<file path="src/bpa_pkg.sv">
// Package for the bsdiff patch apply core: item kinds, phases, fault codes,
// controller states and the command and status structs between the modules.
// No dependencies.
package bpa_pkg;

  localparam int OLD_DEPTH_DEF = 65536;
  localparam int WORD_W        = 64;
  localparam int SIGN_BIT      = 63;
  localparam int NEW_SIZE_W    = 32;
  localparam int OLD_SIZE_W    = 17;
  localparam int NEW_POS_W     = 33;
  localparam int LEN_W         = 32;
  localparam int ADDR_W        = 16;
  localparam int CFG_DATA_W    = 32;
  localparam int CFG_IDX_W     = 1;

  localparam logic [CFG_IDX_W-1:0] CFG_NEW_SIZE = 1'b0;
  localparam logic [CFG_IDX_W-1:0] CFG_OLD_SIZE = 1'b1;

  typedef enum logic [1:0] {
    KIND_LOAD  = 2'd0,
    KIND_CTRL  = 2'd1,
    KIND_DIFF  = 2'd2,
    KIND_EXTRA = 2'd3
  } kind_t;

  typedef enum logic [1:0] {
    PH_CTRL  = 2'd0,
    PH_ADD   = 2'd1,
    PH_EXTRA = 2'd2
  } phase_t;

  typedef enum logic [1:0] {
    ERR_NONE  = 2'd0,
    ERR_RANGE = 2'd1,
    ERR_KIND  = 2'd2
  } fault_t;

  typedef enum logic [2:0] {
    ST_IDLE,
    ST_DECODE,
    ST_CHK1,
    ST_CHK2,
    ST_DIFF,
    ST_SEEK,
    ST_FINISH
  } st_t;

  typedef struct packed {
    logic cap;
    logic dec;
    logic chk1;
    logic chk2;
    logic diff;
    logic seek;
    logic emit;
  } cmd_t;

  typedef struct packed {
    logic dec_ctrl;
    logic dec_diff;
    logic dec_seek;
    logic chk1_ok;
    logic chk2_seek;
    logic diff_seek;
  } sts_t;

endpackage

</file>
<file path="src/bpa_ctrl.sv">
// Controller state machine of the bsdiff patch apply core: sequences the
// steps of one word and owns the input and result handshakes. Depends on bpa_pkg.
module bpa_ctrl (
  input  logic           clk,
  input  logic           rst_n,
  input  logic           in_valid,
  output logic           in_ready,
  output logic           out_valid,
  input  logic           out_ready,
  input  bpa_pkg::sts_t  sts,
  output bpa_pkg::cmd_t  cmd
);
  import bpa_pkg::*;

  st_t  state_r, state_nxt;
  logic out_valid_r, out_valid_nxt;
  logic slot_free;

  assign slot_free = !out_valid_r || out_ready;
  assign in_ready  = (state_r == ST_IDLE);
  assign out_valid = out_valid_r;

  always_ff @(posedge clk) begin
    if (!rst_n) begin
      state_r     <= ST_IDLE;
      out_valid_r <= 1'b0;
    end else begin
      state_r     <= state_nxt;
      out_valid_r <= out_valid_nxt;
    end
  end

  always_comb begin
    state_nxt = state_r;
    cmd       = '0;
    unique case (state_r)
      ST_IDLE: begin
        if (in_valid) begin
          cmd.cap   = 1'b1;
          state_nxt = ST_DECODE;
        end
      end
      ST_DECODE: begin
        cmd.dec = 1'b1;
        priority if (sts.dec_ctrl) state_nxt = ST_CHK1;
        else if (sts.dec_diff)     state_nxt = ST_DIFF;
        else if (sts.dec_seek)     state_nxt = ST_SEEK;
        else                       state_nxt = ST_FINISH;
      end
      ST_CHK1: begin
        cmd.chk1  = 1'b1;
        state_nxt = sts.chk1_ok ? ST_CHK2 : ST_FINISH;
      end
      ST_CHK2: begin
        cmd.chk2  = 1'b1;
        state_nxt = sts.chk2_seek ? ST_SEEK : ST_FINISH;
      end
      ST_DIFF: begin
        cmd.diff  = 1'b1;
        state_nxt = sts.diff_seek ? ST_SEEK : ST_FINISH;
      end
      ST_SEEK: begin
        cmd.seek  = 1'b1;
        state_nxt = ST_FINISH;
      end
      ST_FINISH: begin
        if (slot_free) begin
          cmd.emit  = 1'b1;
          state_nxt = ST_IDLE;
        end
      end
      default: state_nxt = ST_IDLE;
    endcase
  end

  always_comb begin
    out_valid_nxt = out_valid_r;
    if (out_valid_r && out_ready) out_valid_nxt = 1'b0;
    if (cmd.emit) out_valid_nxt = 1'b1;
  end

endmodule

</file>
<file path="config.mk">
export PLATFORM = sky130hd
export DESIGN_NAME = bpa_ctrl
export DESIGN_NICKNAME = d
export VERILOG_FILES = /design/src/bpa_pkg.sv /design/src/bpa_ctrl.sv
export SDC_FILE = /design/constraint.sdc
export NUM_CORES = 1
export LEC_CHECK = 0
export ABC_AREA = 1
export BUFFER_PORTS_ARGS = -buffer_cell sky130_fd_sc_hd__buf_2
export CORE_AREA = 2 2 39 41
export DETAILED_ROUTE_END_ITERATION = 8
export DIE_AREA = 0 0 41 43
export REMOVE_ABC_BUFFERS = 1
export SLEW_MARGIN = 20
export SYNTH_ARGS = -nofsm -noshare
export SYNTH_HDL_FRONTEND = slang
export SYNTH_SLANG_ARGS = --single-unit
</file>
<file path="constraint.sdc">
create_clock -name clk -period 1.4 [get_ports clk]
set_clock_uncertainty 0.15 [all_clocks]
set_input_delay 0.28 -clock clk [delete_from_list [all_inputs] [get_ports clk]]
set_output_delay 0.28 -clock clk [all_outputs]
set_load 0.01 [all_outputs]
</file>
==> impl_metrics.toml <==
[clock_network]
clock_sinks = 4
cts_buffers = 3
ctsHtreeMaxLevel = 1
cts_tree = "built"
clock_insertion_delay_worst_skew_ps = 230
cts_root_buffer = "clkbuf_4"
holdBufCountCts = 0
clk_pin_slew_ps = 30
cts_buffer_depth = 2

[worst_setup_path]
worstPathMaxFanout = 6
path_depth = 4
critPathLaunchType = "flop"
reg2reg_depth = 7
crit_type = "reg2out"
endpoint_kind = "output port"
path_cells = "inv_4 -> nand2_4 -> nor3_2 -> buf_2"
critPathLaunch = "state_r[0]$_SDFFE_PN0P_"
crit_buf_inv = 2
crit_slowest_cell = "dfxtp_4"
worstReg2RegStart = "state_r[1]$_SDFFE_PN0P_"
required_ps = 970
max_stage_delay_ps = 370
path_delay_family = "flip-flops"
cp_data_arrival_time_ps = 980

[placement]
post-dp-hpwl_um = 667.6
place_inst = 88
gp_congestion = 0.7175
placed_cell_area_um2 = 430.4
io_buffers = 18

[sta]
slew_headroom_pct = 87.87
setup_tns_ps = -29.89
finalCritPeriodShare_pct = 100.7
setup_ws_ps = -10.37
whs_ps = 144.8
max_slew.worst_pin.slew_ps = 180.6
drv_slew = 0
hold_violations = 0
rsz0062_at_grt = "yes"
period_needed_ps = 1410
setup_violations = 4
fmax_ghz = 0.7090

[layout]
area_growth_pct = 69.06
mostFrequentLayoutCells = "buf_2 (16), nor2_1 (8), nand2_1 (8)"
drive_gt1_share_pct = 56.41
nets = 90
layout_commonest_cell = "buf_2"
insertedDiodeCount = 0
fin_area_um2 = 560.5
fin_cells = 94

[grt]
grt_pass1_wl_um = 1407
grt_usage_pct = 11.23
antenna_found_initial = 0
gr-total-overflow = 0
grt_max_degree = 7
grt_pass1_vias = 363

[detailed_routing]
top_layer = "met3"
via_per_inst = 4.543
drc = 0
dr.first_iter.drc_count = 6
wl_um = 927
met3_length_um = 51
wl_met2_um = 519
postRouteAntennaNets = 0
via_count = 427
wl_met1_um = 356
drt_pass1_iterations = 4
wl_per_cell_um = 9.862

[synth]
ys_ff_latch = 4
synth_cells = 55
yosysWarnings = 0
synthesis.area_um2 = 331.6
synthMuxAreaShare_pct = 0
synth_xor_area_share_pct = 0
ys_seq_area_share_pct = 24.15
synth-compound-area-share_pct = 6.792
synthAdderAreaFrac_pct = 0
synthSimpleGateAreaFrac_pct = 53.58
ys_types = 17
synth_top_family_by_area = "simple AND/OR/NAND/NOR gates"
avgSynthCellArea_um2 = 6.029

[hold_path]
hold_start = "rst_n"
worst_hold_path_type = "in2reg"
holdPathStages = 3

[floorplan]
die_area_mm2 = 0.001763
start_util_pct = 23.96
fp.dieH_um = 43
io_pins = 19
core_area_mm2 = 0.001384
die_w_um = 41
placementRows = 14

[power]
power.internal_uw = 604.3
combPwrFrac_pct = 63.1
p_seq_share_pct = 24.9
power.density_mw_per_mm2 = 2031
power_uw = 1138
swShare_pct = 46.92
leakage_uw = 0.0002776
power.switching_uw = 534.1
ir_drop_v = 0.0006618
clkPwrFrac_pct = 12.1

[status]
status = "finished with violations"
violations = "setup timing"

[flow_run]
cap_violations = 0
final timing paths:
kind,slack (ps),end
worst max-delay path,-10,cmd[6]
worst min-delay path,140,state_r[1]$_SDFFE_PN0P_
worst max register to register,100,state_r[2]$_SDFFE_PN0P_
worst min register to register,470,out_valid$_SDFFE_PN0P_
cell usage after synthesis, drive strengths merged:
cell type | number | area [um^2]
nor3 | 5 | 25.02
nand3 | 1 | 5.000
nor2 | 14 | 57.55
nand2 | 12 | 55.05
nand4 | 2 | 12.51
dfxtp | 4 | 80.08
a21oi | 1 | 5.000
buf | 2 | 18.77
o21ai | 2 | 10.01
nand3b | 3 | 22.52
o21a | 1 | 7.510
inv | 8 | 32.53
tightest hold or removal path: cells and delay by family:
family                 cells  cell delay (ps)
buffers and inverters      2              150
AND/OR/NAND/NOR            1               60
per-stage QoR:
stage          util [%]  setup slack [ps]
6_report          40.51            -10.37
4_1_cts           37.52            -16.32
5_1_grt           40.51            -63.95
3_3_place_gp      31.10             118.5
2_1_floorplan         -             63.27
3_5_place_dp      31.10             48.51
repair_timing:
action | in CTS | in global routing
gates resized for setup | 17 | 8
endpoints found under the setup margin | 8 | 8
pin swaps | 2 | 3
setup buffers | 2 | 1
cell type report:
cell class	count	area (um^2)
Clock buffer	3	22.52
Sequential cell	4	91.34
Multi-Input combinational cell	41	250.2
Timing Repair Buffer	22	136.4
Fill cell	156	823.3
Tap cell	16	20.02
Inverter	8	40.04
cells by family (layout without fill, tap and decap cells):
kind of cell,Yosys count,after routing
DFF,4,4
buffers and inverters,10,33
and+or+nand+nor,37,37
AOI/OAI and AO/OA,4,4
registers in the layout (all words and copies together), names as in the netlist:
signal / count
out_valid: 1
state_r: 3
power groups by stage:
stage,logic [uW],registers (uW),clock network (uW)
after CTS,640,256,142
after detailed placement,521,227,0
after global placement,517,226,0
after global routing,795,289,147
after floorplan,343,226,0
final,718,283,137
routing by layer:
layer  global-route usage (%)  up-vias
met2                    20.00       11
met5                        0        -
met1                    12.50      197
met4                    4.000        0
li1                         -      219
met3                    1.571        0
Note: power is estimated with default switching activity, not from simulation.
